`src/sv/wlc_ram.sv`:
```
// Generic simple dual-port RAM with registered read.
module wlc_ram #(
  parameter int WIDTH = 8,
  parameter int DEPTH = 16
) (
  input  logic                     clk,
  input  logic                     we,
  input  logic [$clog2(DEPTH)-1:0] waddr,
  input  logic [WIDTH-1:0]         wdata,
  input  logic [$clog2(DEPTH)-1:0] raddr,
  output logic [WIDTH-1:0]         rdata
);

  logic [WIDTH-1:0] mem [DEPTH];

  always_ff @(posedge clk) begin
    if (we) begin
      mem[waddr] <= wdata;
    end
    rdata <= mem[raddr];
  end

endmodule

```
`config.mk`:
```
export PLATFORM = sky130hd
export DESIGN_NAME = wlc_ram
export DESIGN_NICKNAME = d
export VERILOG_FILES = /design/src/sv/wlc_ram.sv
export SDC_FILE = /design/constraint.sdc
export NUM_CORES = 1
export LEC_CHECK = 0
export BUFFER_PORTS_ARGS = -buffer_cell sky130_fd_sc_hd__buf_2
export CORE_ASPECT_RATIO = 0.75
export CORE_UTILIZATION = 45
export CTS_CLUSTER_DIAMETER = 60
export DETAILED_ROUTE_END_ITERATION = 6
export MAX_ROUTING_LAYER = met4
export PLACE_DENSITY = 0.66
export SYNTH_ARGS = -nofsm -noshare
export SYNTH_HDL_FRONTEND = slang
export SYNTH_SLANG_ARGS = --single-unit
```
`constraint.sdc`:
```
create_clock -name clk -period 2.15 [get_ports clk]
set_input_delay 0.215 -clock clk [delete_from_list [all_inputs] [get_ports clk]]
set_output_delay 0.215 -clock clk [all_outputs]
set_load 0.005 [all_outputs]
```
After elaboration in Yosys (flattened, before gate mapping)
Memory sizes are Yosys's and may differ from the RTL's. A register that Yosys moved wholly into a read port is not among the register bits.
Cells that the tools add are included.
{"block": "totals", "ff_bits": 0, "mem_bits_rw": 128, "input_bits": 18, "out_inout_bits": 8, "word_cells": 3, "mem_count": 1}
{"block": "classes", "mux": 2}
{"name": "mem", "depth": 16, "width": 8, "rd": 1, "rd_ports_with_merged_regs": 1, "write_ports": 1, "line": "14", "rtl": "logic [WIDTH-1:0] mem [DEPTH];"}
{"operator": "$mux W1", "count": 2}

Logic depth before layout (Yosys ltp)
Gate-level depths: netlist (run 1).
{"block": "depth", "ltp_word": 2, "depth_mapped": 5, "depth_no_buf": 3}

Least setup slack after synthesis (run 1)
OpenSTA, ideal clock, no wires.
{"block": "synth_path", "path_type": "input-to-reg", "startpoint": "input waddr[2]", "endpoint": "memory mem[0][0] (enable)", "setup_time_ps": 383, "t_arrival_ps": 1325, "t_required_ps": 1767, "path_slack_ps": 442, "cell_stages": 2, "n_path_buf": 0, "path_cell_list": "or3b_2 nor3_1"}
{"element": "start, declared", "line": "8", "rtl": "input logic [$clog2(DEPTH)-1:0] waddr,"}
{"element": "end, declared", "line": "14"}
No word-level cell before the write port.

==> qor_table.md, run 1 <==
| Quantity | Reported |
| --- | --- |
| Clock root buffer | sky130_fd_sc_hd__clkbuf_16 |
| Relative slew margins | 0.5091 |
| Count of mapped cells out of synthesis | 229 |
| Number of distinct library cells after synthesis | 19 |
| Die X-Extent | 125.5 um |
| Antenna violations before repair | 0 |
| Post-synthesis to final-layout area growth | 20.15% |
| Vias in the first global route | 2423 |
| Final hold vios | 0 |
| Area fraction of the dominant cell type after synthesis | 0.7467 |
| Io pins | 26 |
| Die Span Y | 94.63 um |
| Overall Global Routing Usage | 0.1888 |
| Static power due to leakage | 2.121 nW |
| Initial core utilization | 0.4669 |
| Most common cell in the synthesized netlist | sky130_fd_sc_hd__edfxtp_1 |
| Leading cell types by count after synthesis | 128 x sky130_fd_sc_hd__edfxtp_1, 18 x sky130_fd_sc_hd__mux4_2, 16 x sky130_fd_sc_hd__a22oi_1 |
| First-pass iteration count of the detailed router | 7 |
| Largest area contributor in the netlist | sky130_fd_sc_hd__edfxtp_1 |
| CTS tree | yes |
| DR iter-0 viols | 214 |
| Shortest period the worst path allows | 1.339 ns |
| Area of the mapped netlist | 0.005147 mm^2 |
| Final number of max-transition violations | 0 |
| Post-route setup TNS | 0 ns |
| Worst Path Arrival | 1.63 ns |
| Deepest level of the CTS H-tree | 4 |
| Status | finished, violations left |
| Crit start category | flop |
| Remaining global-route overflow | 0 |
| Type of the tightest min-delay check | primary input to flop |
| Wire length of the first global-routing pass | 14750 um |
| Die outline area | 0.01188 mm^2 |
| Number of nets with antenna violations after detailed routing | 0 |
| Count of port buffers added during placement | 25 |
| Setup CP Type | flop to flop |
| DRC violation count after routing | 3 |
| Number of filler instances in the final layout | 804 |
| Unrepaired setup endpoints after global routing | false |
| Gpl congestion | 0.7049 |
| Pin slew with the least headroom to its limit | 0.7336 ns |
| Power density relative to cell area | 1044 mW/mm^2 |
| Syn nets | 247 |
| Fmax achieved | 747.0 MHz |
| Biggest fanout along the worst timing path | 1 |
| NumNets Final | 300 |
| Cell row count | 33 |
| Post-placement cell count | 403 |
| Post-CTS repair timing setup buffer count | 0 |
| Overall via count from detail_route | 2412 |
| Skew final | 0.006829 ns |
| Critical Path End Type | flop |
| Max-cap check violation count | 0 |
| Hold slack final | 0.1940 ns |
| Core region area | 0.01102 mm^2 |
| Number of buffers added to fix hold violations after cts | 0 |
| Worst ir drop on vdd | 0.5491 mV |
| Data required time of the worst path | 2.44 ns |
| Register Area | 0.004004 mm^2 |
| Wire length per cell | 22.63 um |
| Number of buffers created by CTS | 17 |
| TritonCTS Sinks | 136 |
| Number of cells upsized or downsized after cts | 0 |
| Mean Syn Cell Area | 22.48 um^2 |
| Number of endpoints failing setup at the final stage | 0 |
| Clock latency reported for the late side of the worst-skew pair | 0.41 ns |
| Async SR Flop Fraction | 0 |
| Syn. warnings | 0 |
| Share of the core filled with cells in the final layout | 0.5610 |
| Top post-synthesis cells by area | sky130_fd_sc_hd__edfxtp_1 75%, sky130_fd_sc_hd__mux4_2 7.9%, sky130_fd_sc_hd__mux4_1 7.1%, sky130_fd_sc_hd__dfxtp_1 3.1%, sky130_fd_sc_hd__a22oi_1 2.3% |
| Wirelength, routed | 9846 um |
| PnR Total Power | 0.006455 W |
| N_diodes | 0 |
| Layout cells sized above 1 | 0.3085 |
| Combined area of the multi-input logic cells | 0.001057 mm^2 |
| Number of enable flip-flop cells after synthesis | 128 |
| Half-perimeter wire length after placement | 6000 um |
| Most frequently used flop master after synthesis | sky130_fd_sc_hd__edfxtp_1 |
| Number of synthesized register bits | 136 |
| Sequential-to-total area share from yosys stat | 0.7778 |
| Final Instance Count excl. Fillers | 435 |
| Violations in the final reports | DRC |
| Post-route fraction of the period consumed by the critical path | 0.6227 |
| Via/cell ratio | 5.545 |
| Largest net degree at the start of global routing | 33 |
| Maximum buffer depth of the clock tree | 2 |
| Clock transition at the registers of the reported paths | 0.06 ns |
-- state kept, by name, summed over array words and instances, names as in the netlist --
name and cells:
rdata 8, mem 128
-- per-layer routing --
layer	routed length [um]	share of wire	up-vias	track usage
met2	4411	0.45	73	0.2639
met5	0	0	-	-
met4	132	0.013	0	0.08232
li1	-	-	1083	-
met3	693	0.070	14	0.05156
met1	4608	0.47	1242	0.2608
-- cell type report --
| type | count | share of cell area |
|---|---|---|
| well taps | 140 | 0.02832 |
| clock buffers | 17 | 0.06878 |
| repair buffers | 44 | 0.04734 |
| flip-flops and latches | 136 | 0.6474 |
| clock inverters | 15 | 0.03722 |
| multi-input cells | 83 | 0.1709 |
-- where the power goes --
group          internal (W)  switching [W]
Sequential          0.00296      0.0000218
Clock               0.00216        0.00104
Combinational      0.000119       0.000149
Total               0.00524        0.00122
-- worst max-delay path, stage by stage (launching register included) --
cell,delay [ns]
sky130_fd_sc_hd__edfxtp_1,0.36
sky130_fd_sc_hd__mux4_1,0.49
sky130_fd_sc_hd__a22oi_1,0.28
sky130_fd_sc_hd__nand2_1,0.08
-- path summary, 6_finish.rpt --
path              slack (ns)                  end  cells past startpoint            startpoint
setup reg to reg        0.81     rdata[1]$_DFF_P_                      3  mem[10][1]$_DFFE_PP_
hold reg to reg         0.68     rdata[1]$_DFF_P_                      3   mem[7][1]$_DFFE_PP_
setup / recovery        0.81     rdata[1]$_DFF_P_                      3  mem[10][1]$_DFFE_PP_
hold / removal          0.19  mem[2][7]$_DFFE_PP_                      1              wdata[7]
-- layout by cell type, fill, tap and decap left out, drive strengths merged --
master / Yosys / routed
nand3: 1 / 1
and2: 1 / 1
clkbuf: 0 / 17
nand2b: 2 / 2
bufinv: 0 / 6
nor2b: 1 / 1
edfxtp: 128 / 128
nor3: 4 / 4
buf: 7 / 44
clkinvlp: 0 / 1
or3b: 1 / 1
clkinv: 0 / 7
a22oi: 16 / 16
inv: 0 / 1
nand2: 9 / 9
and2b: 1 / 1
nor2: 13 / 13
nand3b: 2 / 2
dfxtp: 8 / 8
mux4: 32 / 32
-- cell families after synthesis --
| family | share of synthesized area |
|---|---|
| buffers and inverters | 0.01677 |
| AO/OA/AOI/OAI | 0.02334 |
| AND/OR/NAND/NOR | 0.03184 |
| flip-flops | 0.7778 |
| multiplexers | 0.1502 |
-- through the flow --
step | cell area [um^2] | setup WS (ns)
6_report | 6185 | 0.8113
5_1_grt | 6185 | 0.7411
4_1_cts | 6185 | 0.8201
3_5_place_dp | 5529 | 0.4867
3_3_place_gp | 5529 | 0.4968
2_1_floorplan | 5147 | 0.4421
(Power assumes the default switching activity.)
==> inputs of run 2 (changes only) <==
- PLACE_DENSITY: 0.66 -> 0.68
- clock period: 2.15 -> 1.2 ns (I/O delays scaled with it)
==> run 2 against run 1 <==
  * The run ends with DRC, setup timing left
  * Sequential power grew 79%
  * Largest cell class unchanged
  * Non-clock buffer count is 23 higher
  * Sequential share of layout area down 2.6 points
  * Utilization increased by 2.4 points
  * Via count grew 7.1%
  * Die area is the same
  * Critical endpoint is now rdata[5]$_DFF_P_
  * Fmax up 2.0%
  * Largest power group unchanged
==> qor_table.md, run 2 (synthesis results as in run 1) <==
| Quantity | Reported |
| --- | --- |
| Clock root buffer | sky130_fd_sc_hd__clkbuf_16 |
| Count of port buffers added during placement | 25 |
| Half-perimeter wire length after placement | 6987 um |
| Via/cell ratio | 5.654 |
| Biggest fanout along the worst timing path | 1 |
| First-pass iteration count of the detailed router | 7 |
| Maximum buffer depth of the clock tree | 2 |
| Number of nets with antenna violations after detailed routing | 0 |
| Register Area | 0.004004 mm^2 |
| Critical Path End Type | flop |
| Die Span Y | 94.63 um |
| Max-cap check violation count | 0 |
| Final hold vios | 0 |
| Worst setup slack before clock tree synthesis | -0.3768 ns |
| Wirelength, routed | 10350 um |
| Overall Global Routing Usage | 0.2028 |
| Fmax achieved | 762.2 MHz |
| Wire length per cell | 22.65 um |
| Number of buffers created by CTS | 17 |
| Die outline area | 0.01188 mm^2 |
| Status | finished, violations left |
| Post-route fraction of the period consumed by the critical path | 1.093 |
| Io pins | 26 |
| Shortest period the worst path allows | 1.312 ns |
| Type of the tightest min-delay check | primary input to flop |
| Wire length of the first global-routing pass | 16050 um |
| CTS tree | yes |
| Layout cells sized above 1 | 0.4241 |
| TritonCTS Sinks | 136 |
| Initial core utilization | 0.4669 |
| Worst Path Arrival | 1.61 ns |
| Unrepaired setup endpoints after global routing | true |
| Worst path setup slack after routing | -0.1120 ns |
| Setup CP Type | flop to flop |
| DRC violation count after routing | 8 |
| Deepest level of the CTS H-tree | 4 |
| Crit start category | flop |
| Clock latency reported for the late side of the worst-skew pair | 0.41 ns |
| Critical path launch point | mem[3][5]$_DFFE_PP_ |
| Die X-Extent | 125.5 um |
| NumNets Final | 323 |
| Worst ir drop on vdd | 1.180 mV |
| Clock transition at the registers of the reported paths | 0.05 ns |
| DR iter-0 viols | 255 |
| Most frequent cells in the layout | 128 x sky130_fd_sc_hd__edfxtp_1, 33 x sky130_fd_sc_hd__buf_4, 27 x sky130_fd_sc_hd__mux4_2 |
| Data required time of the worst path | 1.49 ns |
| Pin slew with the least headroom to its limit | 0.8783 ns |
| Post-synthesis to final-layout area growth | 25.21% |
| Violations in the final reports | DRC, setup timing |
| Largest Register | mem |
| Largest net degree at the start of global routing | 19 |
| Leading registers by flop count | mem x128, rdata x8 |
| Most common library cell in the layout ignoring fill and taps | sky130_fd_sc_hd__edfxtp_1 |
| Number of filler instances in the final layout | 777 |
| Gpl congestion | 0.7571 |
| Number of endpoints failing setup at the final stage | 8 |
| Vias in the first global route | 2722 |
| Share of the core filled with cells in the final layout | 0.5846 |
| Worst hold start | wdata[4] |
| Combined area of the multi-input logic cells | 0.001100 mm^2 |
| Startpoint of the worst-slack reg-to-reg timing path | mem[3][5]$_DFFE_PP_ |
| Number of flip-flops under the largest register name | 128 |
| Power density relative to cell area | 1755 mW/mm^2 |
| Skew final | 0.01222 ns |
| Relative slew margins | 0.4132 |
| Antenna violations before repair | 0 |
| Core region area | 0.01102 mm^2 |
| Cell row count | 33 |
| Static power due to leakage | 2.210 nW |
| Overall via count from detail_route | 2584 |
| Remaining global-route overflow | 0 |
| Final number of max-transition violations | 0 |
run 2: cell count changes in the layout (fill, tap and decap cells not counted), moves of 7 or more:
cell | before | now
sky130_fd_sc_hd__a22oi_1 | 16 | 8
sky130_fd_sc_hd__a22oi_2 | 0 | 8
sky130_fd_sc_hd__buf_12 | 2 | 9
sky130_fd_sc_hd__buf_4 | 17 | 33
sky130_fd_sc_hd__mux4_1 | 14 | 5
sky130_fd_sc_hd__mux4_2 | 18 | 27
run 2: final timing paths:
path | end | slack [ns] | cells past startpoint
hold reg to reg | rdata[5]$_DFF_P_ | 0.68 | 3
setup / recovery | rdata[5]$_DFF_P_ | -0.11 | 4
hold / removal | mem[7][4]$_DFFE_PP_ | 0.10 | 1
setup reg to reg | rdata[5]$_DFF_P_ | -0.11 | 4
run 2: metrics by stage:
stage	hold WS (ns)	std cells	power [W]	setup TNS [ns]	instance area, um^2
after global placement	0.4977	426	0.006002	-8.119	5811
final	0.1007	457	0.01131	-0.5470	6445
after detailed placement	0.4987	426	0.006017	-8.685	5811
after global routing	0.1032	456	0.01164	-0.9722	6442
after floorplan	0.2189	229	0.005720	-0.3531	5187
after CTS	0.08630	456	0.01137	-0.5535	6437
run 2: layout make-up:
class | instances | share of cell area
diodes | 1 | 0.0003883
clock buffers | 17 | 0.06601
clock inverters | 13 | 0.02873
multi-input cells | 83 | 0.1706
flip-flops and latches | 136 | 0.6212
well taps | 140 | 0.02718
repair buffers | 67 | 0.08581
run 2: routing by layer:
| metal | share of wire | wire length [um] | track usage | vias up |
|---|---|---|---|---|
| met4 | 0.010 | 106 | 0.07114 | 0 |
| met5 | 0 | 0 | - | - |
| met3 | 0.072 | 745 | 0.05552 | 6 |
| met2 | 0.48 | 4994 | 0.3097 | 101 |
| li1 | - | - | - | 1118 |
| met1 | 0.44 | 4506 | 0.2646 | 1359 |
run 2: repair_timing:
| item | CTS | global route |
|---|---|---|
| gates resized for setup | 12 | 1 |
| hold buffers | 0 | 0 |
| pin swaps | 5 | 0 |
| setup endpoints to repair | 8 | 8 |
| setup buffers | 0 | 0 |
run 2: report_power, final:
group / internal, W / leakage (nW) / switching (W)
logic: 0.000281 / 0.692 / 0.000312
clock network: 0.00361 / 0.294 / 0.00176
registers: 0.00531 / 1.22 / 0.0000299
total: 0.00920 / 2.21 / 0.00211
run 2: critical path, stage by stage (launching register included):
cell	delay, ns
sky130_fd_sc_hd__edfxtp_1	0.35
sky130_fd_sc_hd__mux4_2	0.48
sky130_fd_sc_hd__a22oi_2	0.17
sky130_fd_sc_hd__buf_4	0.15
sky130_fd_sc_hd__nand2_1	0.05
