File: src/sv/wlc_pkg.sv
// Shared types and constants for the width LRU cache.
package wlc_pkg;

  localparam int KEY_W   = 64;
  localparam int WIDTH_W = 16;

  typedef enum logic [1:0] {
    S_IDLE,
    S_SEARCH,
    S_UPDATE,
    S_FINISH
  } state_t;

  typedef struct packed {
    logic [KEY_W-1:0]   key;
    logic               bypass;
    logic [WIDTH_W-1:0] measured_width;
    logic               measure_ok;
  } req_t;

  typedef struct packed {
    logic               valid;
    logic [WIDTH_W-1:0] width;
    logic               hit;
  } res_t;

endpackage

File: src/sv/wlc_engine.sv
// Sequencer and shared key compare / rank update unit for the LRU cache.
module wlc_engine #(
  parameter int CAPACITY = 64
) (
  input  logic                          clk,
  input  logic                          rst,
  input  logic                          start,
  input  wlc_pkg::req_t                 req,
  input  logic                          out_free,
  output logic                          idle,
  output wlc_pkg::res_t                 res,
  output logic                          ram_we,
  output logic [$clog2(CAPACITY)-1:0]   ram_waddr,
  output logic [wlc_pkg::KEY_W+wlc_pkg::WIDTH_W+$clog2(CAPACITY)-1:0] ram_wdata,
  output logic [$clog2(CAPACITY)-1:0]   ram_raddr,
  input  logic [wlc_pkg::KEY_W+wlc_pkg::WIDTH_W+$clog2(CAPACITY)-1:0] ram_rdata
);
  import wlc_pkg::*;

  localparam int AW = $clog2(CAPACITY);
  localparam int CW = $clog2(CAPACITY + 1);
  localparam int DW = KEY_W + WIDTH_W + AW;

  state_t state, state_next;

  logic [CW-1:0]      count;
  logic [CW-1:0]      issue_idx;
  logic [CW-1:0]      upd_n;
  logic [CW-1:0]      scan_n;
  logic               chk_valid;
  logic [AW-1:0]      chk_idx;

  logic [KEY_W-1:0]   req_key;
  logic [WIDTH_W-1:0] req_mw;
  logic               req_ok;

  logic               found;
  logic               ins_mode;
  logic [AW-1:0]      hit_slot;
  logic [AW-1:0]      hit_rank;
  logic [WIDTH_W-1:0] hit_width;
  logic [AW-1:0]      lru_slot;
  logic [AW-1:0]      target;
  logic [WIDTH_W-1:0] res_width;
  logic               res_hit;

  logic               scanning;
  logic               rd_issue;
  logic               pass_end;
  logic               full;
  logic               key_eq;
  logic               age;
  logic               is_target;
  logic [KEY_W-1:0]   rd_key;
  logic [WIDTH_W-1:0] rd_width;
  logic [AW-1:0]      rd_rank;
  logic [AW-1:0]      new_rank;

  // RAM word layout: key, width, recency rank (0 = most recent)
  assign rd_key   = ram_rdata[DW-1 -: KEY_W];
  assign rd_width = ram_rdata[AW +: WIDTH_W];
  assign rd_rank  = ram_rdata[AW-1:0];

  // valid slots are always 0 .. count-1, so no per-slot valid bits
  assign scanning = (state == S_SEARCH) || (state == S_UPDATE);
  assign scan_n   = (state == S_UPDATE) ? upd_n : count;
  assign rd_issue = scanning && (issue_idx < scan_n);
  assign pass_end = scanning && !rd_issue && !chk_valid;
  assign full     = (count == CW'(CAPACITY));

  assign key_eq    = chk_valid && (rd_key == req_key);
  assign is_target = (chk_idx == target);
  assign age       = ins_mode || (rd_rank < hit_rank);
  assign new_rank  = is_target ? '0 : (age ? rd_rank + AW'(1) : rd_rank);

  assign ram_raddr = issue_idx[AW-1:0];
  assign ram_we    = (state == S_UPDATE) && chk_valid;
  assign ram_waddr = chk_idx;
  assign ram_wdata = (is_target && ins_mode) ? {req_key, req_mw, new_rank}
                                             : {rd_key, rd_width, new_rank};

  assign idle      = (state == S_IDLE);
  assign res.valid = (state == S_FINISH);
  assign res.width = res_width;
  assign res.hit   = res_hit;

  always_ff @(posedge clk) begin
    if (rst) begin
      state <= S_IDLE;
    end else begin
      state <= state_next;
    end
  end

  always_comb begin
    state_next = state;
    case (state)
      S_IDLE: begin
        if (start) begin
          state_next = req.bypass ? S_FINISH : S_SEARCH;
        end
      end
      S_SEARCH: begin
        if (pass_end) begin
          state_next = (found || req_ok) ? S_UPDATE : S_FINISH;
        end
      end
      S_UPDATE: begin
        if (pass_end) begin
          state_next = S_FINISH;
        end
      end
      S_FINISH: begin
        if (out_free) begin
          state_next = S_IDLE;
        end
      end
      default: state_next = S_IDLE;
    endcase
  end

  always_ff @(posedge clk) begin
    if (rst) begin
      count     <= '0;
      chk_valid <= 1'b0;
      found     <= 1'b0;
      issue_idx <= '0;
    end else begin
      chk_valid <= rd_issue;

      if (start && idle) begin
        req_key   <= req.key;
        req_mw    <= req.measured_width;
        req_ok    <= req.measure_ok;
        found     <= 1'b0;
        issue_idx <= '0;
        res_width <= '0;
        res_hit   <= 1'b0;
      end

      if (rd_issue) begin
        issue_idx <= issue_idx + CW'(1);
        chk_idx   <= issue_idx[AW-1:0];
      end

      if (state == S_SEARCH && key_eq) begin
        found     <= 1'b1;
        hit_slot  <= chk_idx;
        hit_rank  <= rd_rank;
        hit_width <= rd_width;
      end

      if (state == S_SEARCH && chk_valid && rd_rank == AW'(CAPACITY - 1)) begin
        lru_slot <= chk_idx;
      end

      if (state == S_SEARCH && pass_end) begin
        issue_idx <= '0;
        if (found) begin
          ins_mode  <= 1'b0;
          target    <= hit_slot;
          upd_n     <= count;
          res_width <= hit_width;
          res_hit   <= 1'b1;
        end else if (req_ok) begin
          ins_mode  <= 1'b1;
          res_width <= req_mw;
          res_hit   <= 1'b0;
          if (full) begin
            target <= lru_slot;
            upd_n  <= count;
          end else begin
            // free slot is the first one past the filled range
            target <= count[AW-1:0];
            upd_n  <= count + CW'(1);
            count  <= count + CW'(1);
          end
        end
      end
    end
  end

  a_count_range: assert property (@(posedge clk) disable iff (rst)
    count <= CW'(CAPACITY))
    else $error("occupancy beyond capacity");

  a_no_rw_clash: assert property (@(posedge clk) disable iff (rst)
    (ram_we && rd_issue) |-> (ram_raddr != ram_waddr))
    else $error("read and write-back hit the same slot");

  a_result_held: assert property (@(posedge clk) disable iff (rst)
    (state == S_FINISH && !out_free) |=>
      (state == S_FINISH && $stable(res_width) && $stable(res_hit)))
    else $error("result changed while waiting");

  a_fill_grows: assert property (@(posedge clk) disable iff (rst)
    (state == S_SEARCH && pass_end && !found && req_ok && !full) |=>
      (count == $past(count) + CW'(1)))
    else $error("insert into free slot did not grow occupancy");

endmodule

File: config.mk
export PLATFORM = sky130hd
export DESIGN_NAME = wlc_engine
export DESIGN_NICKNAME = d
export VERILOG_FILES = /design/src/sv/wlc_pkg.sv /design/src/sv/wlc_engine.sv
export SDC_FILE = /design/constraint.sdc
export NUM_CORES = 1
export LEC_CHECK = 0
export BUFFER_PORTS_ARGS = -buffer_cell sky130_fd_sc_hd__buf_4
export CAP_MARGIN = 20
export CORE_ASPECT_RATIO = 0.9
export CORE_MARGIN = 3
export CORE_UTILIZATION = 55
export CTS_CLUSTER_SIZE = 8
export DETAILED_ROUTE_END_ITERATION = 8
export PLACE_DENSITY = 0.86
export SYNTH_ARGS = -nofsm -noshare
export SYNTH_HDL_FRONTEND = slang
export SYNTH_SLANG_ARGS = --single-unit
export TNS_END_PERCENT = 30
File: constraint.sdc
create_clock -name clk -period 14.98 [get_ports clk]
set_clock_uncertainty 0.05 [all_clocks]
set_input_delay 0.749 -clock clk [delete_from_list [all_inputs] [get_ports clk]]
set_output_delay 0.749 -clock clk [all_outputs]
set_load 0.005 [all_outputs]
* Word-level counts from Yosys, hierarchy flattened *
Index checks and enable logic that the tools add are counted.

word-level totals
  register bits after elaboration = 170
  bits in latches = 0
  RAM bits = 0
  ROM bits = 0
  input port bits = 172
  output and inout bits = 118
  memories = 0

cells by class
  $add $sub $neg = 3
  $mul = 0
  div/mod/pow operators = 0
  $lt $le $gt $ge = 2
  eq/ne operators = 11
  shift-type cells = 0
  multiplexer cells = 30
  bitwise gates (word level) = 2
  reductions and logical operators = 28

operator list
  cell                                                              count
  86-bit two-way mux                                                1
  64-bit == test                                                    1
  16-bit two-way mux                                                4
  7-bit two-way mux                                                 6
  6-bit two-way mux                                                 5
  7-bit by 1-bit adder with 7-bit output (second input constant)    2
  1-bit logical AND                                                 11
  2-bit two-way mux                                                 5
  1-bit two-way mux                                                 8
  2-bit != test (second input constant)                             4
  2-bit case mux with 4 select lines                                1
  2-bit AND reduction                                               4
  7-bit == test (second input constant)                             1
  7-bit < comparator                                                1
  6-bit by 1-bit adder with 6-bit output (second input constant)    1
  6-bit == test                                                     1
  6-bit == test (second input constant)                             1
  6-bit < comparator                                                1
  3-bit AND reduction                                               2
  2-bit nonzero test                                                3
  2-bit == test (second input constant)                             2
  4-bit AND reduction                                               1
  1-bit logical OR                                                  3
  2-bit by 1-bit == test with 1-bit output (second input constant)  1
  other kinds (4)                                                   6

* Logic depth before layout (Yosys ltp) *
Gate-level depths: netlist of run 1.

  depth after elaboration = 9
  mapped depth = 12
  gate-level depth less buffers = 9

* Least setup slack after synthesis of run 1 *
No wires, ideal clock.

  kind = input port to flip-flop
  start point = input port rst
  end point = register req_key[0], enable pin
  setup time = 0.521 ns
  arrival = 4.345 ns
  required time = 14.409 ns
  setup slack = 10.063 ns
  cell stages on the path = 2
  path buffers = 1
  path through = clkbuf_1 > nor2_1

between the ends
  cells in the longest elaborated chain, start to end = 2

RTL lines
  element                               RTL line           RTL
  start, declared                       wlc_engine.sv:6    input logic rst,
  1-bit inverter (no source line)       n/a
  2-bit AND reduction (no source line)  n/a
  end signal, assigned                  wlc_engine.sv:132  req_key <= req.key;
  end, declared                         wlc_engine.sv:33   logic [KEY_W-1:0] req_key;

No other way between the ends.
A chain may end at the register's enable or synchronous reset.

* Final worst setup path of run 1 *
  start point = register chk_idx[3] (netlist: ram_waddr[3])
  end point = output port ram_wdata[66] (netlist bit)

between the ends
  cells in the longest elaborated chain, start to end = 3

RTL lines
  element                 RTL line           RTL
  start, declared         wlc_engine.sv:31   logic [AW-1:0] chk_idx;
  start signal, assigned  wlc_engine.sv:143  chk_idx <= issue_idx[AW-1:0];
  6-bit == test           wlc_engine.sv:72   assign is_target = (chk_idx == target);
  1-bit logical AND       wlc_engine.sv:79   assign ram_wdata = (is_target && ins_mode) ? {req_key, req_mw, new_rank}
  86-bit two-way mux      wlc_engine.sv:79
  end, declared           wlc_engine.sv:14   output logic [wlc_pkg::KEY_W+wlc_pkg::WIDTH_W+$clog2(CAPACITY)-1:0] ram_wdata,

No other way between the ends.

==> metrics.md, run 1 <==
| Metric | Value |
|---|---|
| Leak Pwr | 4.45 nW |
| Final Max Tran Viols | 0 |
| Gate power share | 0.215 |
| Port Buffers | 289 |
| Status | finished clean |
| Vias post-DR | 6443 |
| Maximum vdd drop | 0.0909 mV |
| Die height | 124 um |
| Post-route ant nets | 0 |
| Syn Inst Count | 646 |
| Clock power share | 0.332 |
| Register area share after synthesis | 0.576 |
| Largest net degree at the start of global routing | 81 |
| Setup Viol. Count Final | 0 |
| Die Wd | 137 um |
| Multi-input logic area | 0.00336 mm^2 |
| Met1 Use GR | 0.337 |
| Crit path max fanout | 80 |
| CTS buffer count | 17 |
| Worst path slowest cell | nand2_4 |
| Initial antenna violation count | 0 |
| Max clock buf depth | 2 |
| Worst EP required | 14.18 ns |
| Post-layout min period | 4.07 ns |
| Busiest layer in global routing | met2 |
| Post-synth top flop | edfxtp_1 |
| Area leader, netlist | edfxtp_1 |
| Setup tns final | 0 ns |
| Final Hold Vio Count | 0 |
| GRT Total Usage | 0.279 |
| HPWL reported at the end of detailed placement | 17700 um |
| Max-slew headroom | 0.247 |
| Drt wl/cell | 21.0 um |
| Core area | 0.0150 mm^2 |
| Root buf cell | clkbuf_16 |
| Vias per cell | 5.66 |
| Gp weighted congestion | 0.861 |
| Type of origin of the critical path | flop |
| Crit path largest cell delay | 0.66 ns |
| Placed inst area | 0.0108 mm^2 |
| Post-CTS sizing | 0 |
| Die Area | 0.0171 mm^2 |
| Most frequent cell after synthesis | edfxtp_1 |
| WL final | 23900 um |
| Netlist cell types | 57 |
| CTS Hold Bufs | 0 |
| Ports | 290 |
| Unrepaired setup endpoints after global routing | no |
| Sequential power share | 0.453 |
| Design area | 0.0114 mm^2 |
| Final Cycle Share | 0.272 |
| Clock-pin slew on the worst setup and hold paths | 0.07 ns |
| Synth top area share | 0.534 |
| Hold/Removal Path Class | input port to flop |
| CTS tree | yes |
| Initial drt markers | 399 |
| CP Cell Sequence | xnor2_1 > nand4_1 > nor3_2 > nand2_4 > mux2_2 > buf_4 |
| Met3 Usage GRT | 0.0840 |
| Commonest cells in the synthesized netlist | 152 x edfxtp_1, 82 x mux2_2, 52 x xnor2_1, 26 x nand3_1, 24 x inv_1 |
| Internal Power | 966 uW |
| Post-synth EDFFs | 152 |
| Synth area leaders | edfxtp_1 53%, mux2_2 11%, xnor2_1 5.3%, dfxtp_1 4.2%, ha_1 2.8% |
| First-pass GRT wire length | 36000 um |
| 1st-pass router iterations | 8 |
| WP buf/inv | 1 |
| Synthesized area | 0.00855 mm^2 |
| Actual slew at the worst max-slew pin | 1.13 ns |
| Ys async rst share | 0 |
| Crit. End Element | output port |
| H-tree Lvls | 4 |
| Syn Nets | 837 |
| Max Fclk | 0.246 GHz |
| Initial core utilization | 0.571 |
| Maxcap violations | 0 |
| Setup Crit Path Kind | flop to output port |
| Register area | 0.00492 mm^2 |
| Pwr dens | 117 mW/mm^2 |
| Site Rows | 42 |
| YS warnings | 0 |
| Sw Share | 0.274 |
| Arr. time, crit path | 3.27 ns |
| Sw power | 364 uW |
| Synth Register Bits | 170 |
| Top Family by Delay on Critical Path | simple AND/OR/NAND/NOR gates |
| Grt ovf | 0 |
| Final net count | 1119 |
| Fill count | 988 |
| Met2 Use GR | 0.481 |
| Mean post-synth cell area | 13.2 um^2 |
| Clock sink total | 170 |
| Worst skew pair latency | 0.43 ns |
| Setup Buffers After CTS | 0 |
| Number of global-route vias before repair | 6483 |
| Share of cells above drive strength 1 | 0.447 |
| Antenna cell count | 0 |
| P&R area growth vs syn | 33.4% |
| DRC violations left | 0 |
==> layout make-up <==
class,instances,area share
Timing Repair Buffer,292,0.192
Multi-Input combinational cell,423,0.295
Clock buffer,17,0.0373
Clock inverter,15,0.0142
Sequential cell,170,0.432
Tap cell,198,0.0217
Inverter,24,0.00790
==> stage by stage <==
stage	util	total power [mW]	setup WS (ns)	cells	hold slack (ns)
2_1_floorplan	-	0.765	10.06	646	0.439
3_3_place_gp	0.722	0.889	11.36	1107	0.456
3_5_place_dp	0.722	0.896	11.37	1107	0.471
4_1_cts	0.761	1.34	10.89	1139	0.427
5_1_grt	0.761	1.39	10.72	1139	0.421
6_report	0.761	1.33	10.91	1139	0.442
==> sequential cells by signal (all words and copies together), names as in the netlist, 2 cells and up <==
signal,flops
count,7
hit_rank,6
hit_slot,6
hit_width,16
issue_idx,7
lru_slot,6
ram_waddr,6
req_key,64
req_mw,16
res_width,16
state,2
target,6
upd_n,7
==> kinds of logic after synthesis <==
| kind of cell | Yosys count | share of synthesized area |
|---|---|---|
| xor gates and xnor gates | 61 | 0.0625 |
| buffers and inverters | 53 | 0.0322 |
| and+or+nand+nor | 157 | 0.103 |
| adders and majority gates | 19 | 0.0278 |
| DFF | 170 | 0.576 |
| AOI/OAI and AO/OA | 95 | 0.0792 |
| muxes | 91 | 0.119 |
==> placed cells by master (no fill, tap or decap), types with 3 or more instances in the layout <==
cell        count
nor3_1          6
nor2b_1        13
inv_6           7
dfxtp_1        18
clkinvlp_4      3
o21a_1          4
a221oi_1        4
xor2_1          9
nand3_1        26
and2_1         14
nor4_1          6
and2_0          6
nand2_1        21
edfxtp_1      152
and4_1          3
a221o_1        16
nand3b_1        3
ha_1           19
and3_1          4
or2_2           5
mux2i_1         8
o22ai_1         3
a21oi_1        20
xnor2_1        52
clkbuf_16      17
nor2_1         16
a2111oi_0       3
o21ai_0        22
or3_1           9
inv_1          24
buf_4         292
a31oi_1         8
mux2_2         82
nand4_1        12
==> worst register-to-register path: stages (launching register included) <==
cell and delay [ns]:
dfxtp_1 0.33, inv_1 0.12, ha_1 0.48, mux2i_1 0.33, ha_1 0.30, a21oi_1 0.19
o21ai_0 0.16, o21bai_2 0.28, a32oi_2 0.77, a221o_1 0.30
==> routing by layer <==
metal	up-vias	routed length [um]
li1	3017	-
met1	3085	8900
met2	312	12500
met3	29	2100
met4	0	393
met5	-	0
==> power groups by stage <==
stage,registers (mW),logic (mW),clock network (mW)
floorplan,0.606,0.159,0
global placement,0.610,0.279,0
detailed placement,0.612,0.284,0
CTS,0.602,0.286,0.447
global route,0.608,0.312,0.465
finish,0.603,0.286,0.441
==> path summary, 6_finish.rpt <==
| kind | startpoint | end | slack, ns | cells past startpoint |
|---|---|---|---|---|
| max | ram_waddr[3] | ram_wdata[66] | 10.91 | 6 |
| min reg2reg | hit_slot[1] | target[1] | 0.49 | 2 |
| min | req[8] | req_mw[7] | 0.44 | 1 |
| max reg2reg | state[0] | res_width[7] | 11.54 | 9 |
Power figures use the tool's default switching activity.
==> run 2, diff against run 1 <==
- CORE_UTILIZATION: 55 -> 46
- PLACE_DENSITY: 0.86 -> 0.77
- clock period: 14.98 -> 3.3 ns (I/O delays scaled with it)
==> run 2 against run 1 <==
Largest cell class unchanged. Global-route usage decreased by 2.5 points. Register-to-register slack got worse by 11 ns. Clock-buffer cell count increased by 2. Largest power group unchanged. Cell count increased by 14%. Die area increased by 19%. Sequential power increased to 4.5 times the previous value. Utilization decreased by 5.7 points. Critical path depth increased by 2. Via count increased by 7.2%. Final area increased by 11%. Flip-flop and latch count unchanged.
==> metrics.md, run 2 (synthesis gave the netlist of run 1 again) <==
| Metric | Value |
|---|---|
| Max-slew headroom | 0.253 (+0.00656) |
| Antenna cell count | 0 (unchanged) |
| Maximum vdd drop | 0.337 mV (+270%) |
| GRT Total Usage | 0.254 (-0.0248) |
| Max Fclk | 0.320 GHz |
| Root buf cell | clkbuf_16 |
| Most frequent cells in the layout | 300 x buf_4, 152 x edfxtp_1, 104 x dlygate4sd3_1, 82 x mux2_2, 52 x xnor2_1 |
| Status | finished clean |
| Leak Pwr | 4.94 nW (+11%) |
| Worst path slowest cell | buf_4 |
| Clock sink total | 170 (unchanged) |
| Unrepaired setup endpoints after global routing | no |
| Crit path largest cell delay | 0.74 ns (+0.08 ns) |
| Initial drt markers | 325 (-19%) |
| Worst EP required | 3.08 ns (-11.10 ns) |
| Number of global-route vias before repair | 7306 (+13%) |
| Clock-pin slew on the worst setup and hold paths | 0.07 ns (about the same) |
| WP buf/inv | 3 (+2) |
| Setup Crit Path Kind | flop to output port |
| Grt ovf | 0 (unchanged) |
| Fill count | 1157 (+17%) |
| Drt wl/cell | 20.2 um (-3.7%) |
| CTS buffer count | 17 (unchanged) |
| Setup ws final | 0.175 ns (-10.74 ns) |
| Pwr dens | 485 mW/mm^2 (+320%) |
| Most used cell along the critical path | buf_4 |
| Non-Filler Instances | 1297 (+14%) |
| Die Area | 0.0203 mm^2 (+19%) |
| Die Wd | 150 um (+8.9%) |
| Largest net degree at the start of global routing | 81 (unchanged) |
| HPWL reported at the end of detailed placement | 18100 um (+1.9%) |
| H-tree Lvls | 4 (unchanged) |
| Site Rows | 46 (+9.5%) |
| Number of flip-flops in the largest register | 64 (unchanged) |
| CP Cell Sequence | xnor2_1 > nand4_1 > nor3_2 > buf_4 > nand2_4 > buf_4 > mux2_2 > buf_4 |
| Placed cells | 1160 (+4.8%) |
| Worst skew pair latency | 0.43 ns (about the same) |
| Actual slew at the worst max-slew pin | 1.12 ns (-0.00985 ns) |
| Final Cycle Share | 0.947 |
| Reg with most FFs | req_key |
| Final net count | 1235 (+10%) |
| Share of cells above drive strength 1 | 0.407 (-0.0406) |
| Initial antenna violation count | 0 (unchanged) |
| Commonest non-fill, non-tap cell in the layout | buf_4 |
| WL final | 26200 um (+9.7%) |
| Final Max Tran Viols | 0 (unchanged) |
| Ports | 290 (unchanged) |
| Max clock buf depth | 2 (unchanged) |
| Total power after layout | 6.12 mW (+360%) |
| Post-route ant nets | 0 (unchanged) |
| Core area | 0.0179 mm^2 (+20%) |
| CTS tree | yes |
| Hold/Removal Path Class | input port to flop |
| Setup Viol. Count Final | 0 (unchanged) |
| P&R area growth vs syn | 47.6% |
| Top Family by Delay on Critical Path | buffers and inverters |
| Register area | 0.00492 mm^2 (unchanged) |
| Initial core utilization | 0.477 (-0.0932) |
| First-pass GRT wire length | 39400 um (+9.3%) |
| Type of origin of the critical path | flop |
| Gp weighted congestion | 0.880 (+2.2%) |
| Maxcap violations | 0 (unchanged) |
| DRC violations left | 0 (unchanged) |
| Multi-input logic area | 0.00338 mm^2 (+0.41%) |
| Crit. End Element | output port |
| Port Buffers | 289 (unchanged) |
| Final Hold Vio Count | 0 (unchanged) |
| Die height | 135 um (+8.9%) |
| 1st-pass router iterations | 6 (-2) |
| Crit path max fanout | 80 (unchanged) |
| Worst slack, placed | -0.138 ns (-11.51 ns) |
| Vias post-DR | 6910 (+7.2%) |
| Arr. time, crit path | 2.91 ns (-0.36 ns) |
| Post-layout min period | 3.12 ns |
| Vias per cell | 5.33 (-5.8%) |
## run 2: worst paths after layout
| check | from | endpoint | slack, ns | cells past startpoint |
|---|---|---|---|---|
| max | ram_waddr[2] | ram_wdata[69] | 0.18 | 8 |
| min | out_free | state[1] | 0.07 | 4 |
| max reg2reg | state[0] | res_width[3] | 0.26 | 9 |
| min reg2reg | issue_idx[6] | issue_idx[6] | 0.48 | 2 |
## run 2: per-stage QoR
stage          hold WS (ns)  utilization  setup TNS (ns)  area [um^2]
2_1_floorplan         0.194            -               0         8550
3_3_place_gp          0.293        0.614               0        11000
3_5_place_dp          0.294        0.614           -1.73        11000
4_1_cts              0.0573        0.703               0        12600
5_1_grt              0.0860        0.705               0        12600
6_report             0.0719        0.705               0        12600
## run 2: worst reg2reg max path: cells and delay by family, from the launching register on
| family | cells | cell delay (ns) |
|---|---|---|
| buf+inv | 1 | 0.13 |
| fa+ha+maj | 2 | 0.59 |
| compound gates | 3 | 0.90 |
| flops | 1 | 0.33 |
| mux | 1 | 0.14 |
| simple gates | 2 | 0.64 |
## run 2: final cells by class
| type | count | share of cell area |
|---|---|---|
| Clock buffer | 19 | 0.0343 |
| Clock inverter | 13 | 0.00923 |
| Inverter | 24 | 0.00714 |
| Multi-Input combinational cell | 423 | 0.268 |
| Sequential cell | 170 | 0.390 |
| Tap cell | 240 | 0.0238 |
| Timing Repair Buffer | 408 | 0.267 |
## run 2: metal layers
layer / track usage / wire, um / up-vias
li1: - / - / 3256
met2: 0.465 / 13800 / 270
met4: 0.0742 / 649 / 0
met1: 0.271 / 9400 / 3338
met5: 0 / 0 / -
met3: 0.101 / 2330 / 46
## run 2: where the power goes
part	switching (mW)	total, mW	leakage [nW]	internal (mW)
clock network	0.860	1.91	0.263	1.05
registers	0.141	2.73	1.55	2.59
logic	0.689	1.48	3.13	0.790
## run 2: timing repair
item / 4_1_cts / 5_1_grt
hold endpoints to repair: 108 / 0
resized for setup: 1 / 1
hold buffers: 104 / 0
setup endpoints to repair: 16 / 16
setup buffers: 0 / 1
pin swaps: 0 / 1
==> run 3, diff against run 2 <==
- CELL_PAD_IN_SITES_DETAIL_PLACEMENT: default -> 0
- CELL_PAD_IN_SITES_GLOBAL_PLACEMENT: default -> 1
- CORE_UTILIZATION: 46 -> 36
- PLACE_DENSITY: 0.77 -> default
- PLACE_DENSITY_LB_ADDON: default -> 0.1
- TNS_END_PERCENT: 30 -> default
==> run 3 against run 2 <==
Power rose by 1.1%. Non-clock buffer count fell by 2. Sequential power barely moved. Largest cell class unchanged. Highest routed layer is now met5. Hold slack got worse by 0.0096 ns. Critical endpoint is now ram_wdata[67]. Register-to-register slack improved by 0.02 ns.
==> metrics.md, run 3 (synthesis gave the netlist of run 1 again) <==
| Metric | Value |
|---|---|
| Vias post-DR | 6785 (-1.8%) |
| Ports | 290 (unchanged) |
| Clock-pin slew on the worst setup and hold paths | 0.07 ns (about the same) |
| H-tree Lvls | 4 (unchanged) |
| Largest net degree at the start of global routing | 54 (-33%) |
| Max-slew headroom | 0.425 (+0.171) |
| Setup Viol. Count Final | 0 (unchanged) |
| Hold/Removal Path Class | input port to flop |
| P&R area growth vs syn | 48.2% |
| Actual slew at the worst max-slew pin | 0.857 ns (-0.263 ns) |
| R2R depth | 10 (+1) |
| Type of origin of the critical path | flop |
| Worst skew pair latency | 0.43 ns (about the same) |
| Final Cycle Share | 0.932 (-0.0152) |
| Max clock buf depth | 2 (unchanged) |
| Die Wd | 168 um (+13%) |
| Share of cells above drive strength 1 | 0.410 (+0.00361) |
| Crit. End Element | output port |
| Hold path depth | 4 (unchanged) |
| Initial drt markers | 374 (+15%) |
| Number of flip-flops in the largest register | 64 (unchanged) |
| Register area | 0.00492 mm^2 (unchanged) |
| Final Max Tran Viols | 0 (unchanged) |
| Antenna cell count | 0 (unchanged) |
| Post-layout min period | 3.07 ns (-0.0500 ns) |
| Setup tns final | 0 ns (unchanged) |
| Leak Pwr | 4.94 nW (about the same) |
| Post-route ant nets | 0 (unchanged) |
| Worst EP required | 3.08 ns (about the same) |
| CTS buffer count | 17 (unchanged) |
| Arr. time, crit path | 2.86 ns (-0.05 ns) |
| Grt ovf | 0 (unchanged) |
| Final net count | 1233 (-0.16%) |
| 1st-pass router iterations | 5 (-1) |
| Gp weighted congestion | 0.841 (-4.4%) |
| Commonest non-fill, non-tap cell in the layout | buf_4 |
| Fill count | 1963 (+70%) |
| WL final | 26200 um (about the same) |
| Drt wl/cell | 19.4 um (-4.0%) |
| Root buf cell | clkbuf_16 |
| Port Buffers | 289 (unchanged) |
| Status | finished clean |
| Maxcap violations | 0 (unchanged) |
| Pwr dens | 488 mW/mm^2 (+0.65%) |
| Final Hold Vio Count | 0 (unchanged) |
| Max Fclk | 0.325 GHz (+1.6%) |
| GRT Total Usage | 0.202 (-0.0527) |
| CTS tree | yes |
| HPWL reported at the end of detailed placement | 19700 um (+9.1%) |
| Maximum vdd drop | 0.313 mV (-7.1%) |
| Die height | 152 um (+12%) |
| Site Rows | 52 (+13%) |
| Clock sink total | 170 (unchanged) |
| Most frequent cells in the layout | 301 x buf_4, 152 x edfxtp_1, 104 x dlygate4sd3_1, 82 x mux2_2, 52 x xnor2_1 |
| Number of global-route vias before repair | 7291 (-0.21%) |
| Die Area | 0.0256 mm^2 (+27%) |
| Core area | 0.0229 mm^2 (+28%) |
| Setup Crit Path Kind | flop to output port |
| Final Core Density | 0.553 (-0.151) |
| Initial core utilization | 0.373 (-0.104) |
| Multi-input logic area | 0.00338 mm^2 (about the same) |
| Reg with most FFs | req_key |
| Unrepaired setup endpoints after global routing | no |
| First-pass GRT wire length | 40500 um (+2.8%) |
| Vias per cell | 5.02 (-5.8%) |
| DRC violations left | 0 (unchanged) |
| Crit path max fanout | 53 (-34%) |
| Initial antenna violation count | 1 (+1) |
## run 3: final cells by class
cell class                      count  share of cell area
Clock inverter                     14              0.0123
Timing Repair Buffer              406               0.262
Sequential cell                   170               0.389
Tap cell                          297              0.0293
Clock buffer                       18              0.0339
Inverter                           24             0.00711
Multi-Input combinational cell    423               0.267
## run 3: routing by layer
layer	up-vias	track usage	share of wire	wire (um)
met2	235	0.351	0.51	13500
met4	2	0.0499	0.017	438
met5	-	0	0.00050	13
met3	31	0.0822	0.093	2450
li1	3254	-	-	-
met1	3263	0.231	0.38	9860
## run 3: timing repair
| action | 4_1_cts | 5_1_grt |
|---|---|---|
| setup endpoints to repair | 16 | 17 |
| resized for setup | 1 | 2 |
| hold endpoints to repair | 110 | 0 |
| hold buffers | 104 | 0 |
| setup buffers | 0 | 1 |
| pin swaps | 0 | 1 |
## run 3: path summary, 6_finish.rpt
check / startpoint / end / slack, ns
worst max-delay path: ram_waddr[2] / ram_wdata[67] / 0.23
worst min-delay path: out_free / state[1] / 0.06
worst max register to register: state[0] / res_width[2] / 0.28
worst min register to register: hit_slot[1] / target[1] / 0.48
## run 3: through the flow
step                      hold slack (ns)  worst slack, ns  power, mW  cells  cell area (um^2)
after floorplan                     0.194            0.521       3.47    646              8550
after global placement              0.293           0.0811       4.08   1215             11000
after detailed placement            0.294          -0.0556       4.12   1215             11000
after CTS                          0.0411           0.0913       6.22   1351             12600
after global routing               0.0825           0.0293       6.49   1352             12700
final                              0.0622            0.225       6.19   1352             12700
## run 3: power by group
part | switching (mW) | internal (mW) | total [mW]
clock | 0.963 | 1.01 | 1.98
combinational | 0.692 | 0.781 | 1.47
sequential | 0.143 | 2.59 | 2.74
total | 1.80 | 4.39 | 6.19
## run 3: critical path: stages (launching register included)
cell and delay, ns:
edfxtp_1 0.50, xnor2_1 0.19, nand4_1 0.13, nor3_2 0.58, nand2_4 0.08, buf_4 0.33
mux2_2 0.39, buf_4 0.14
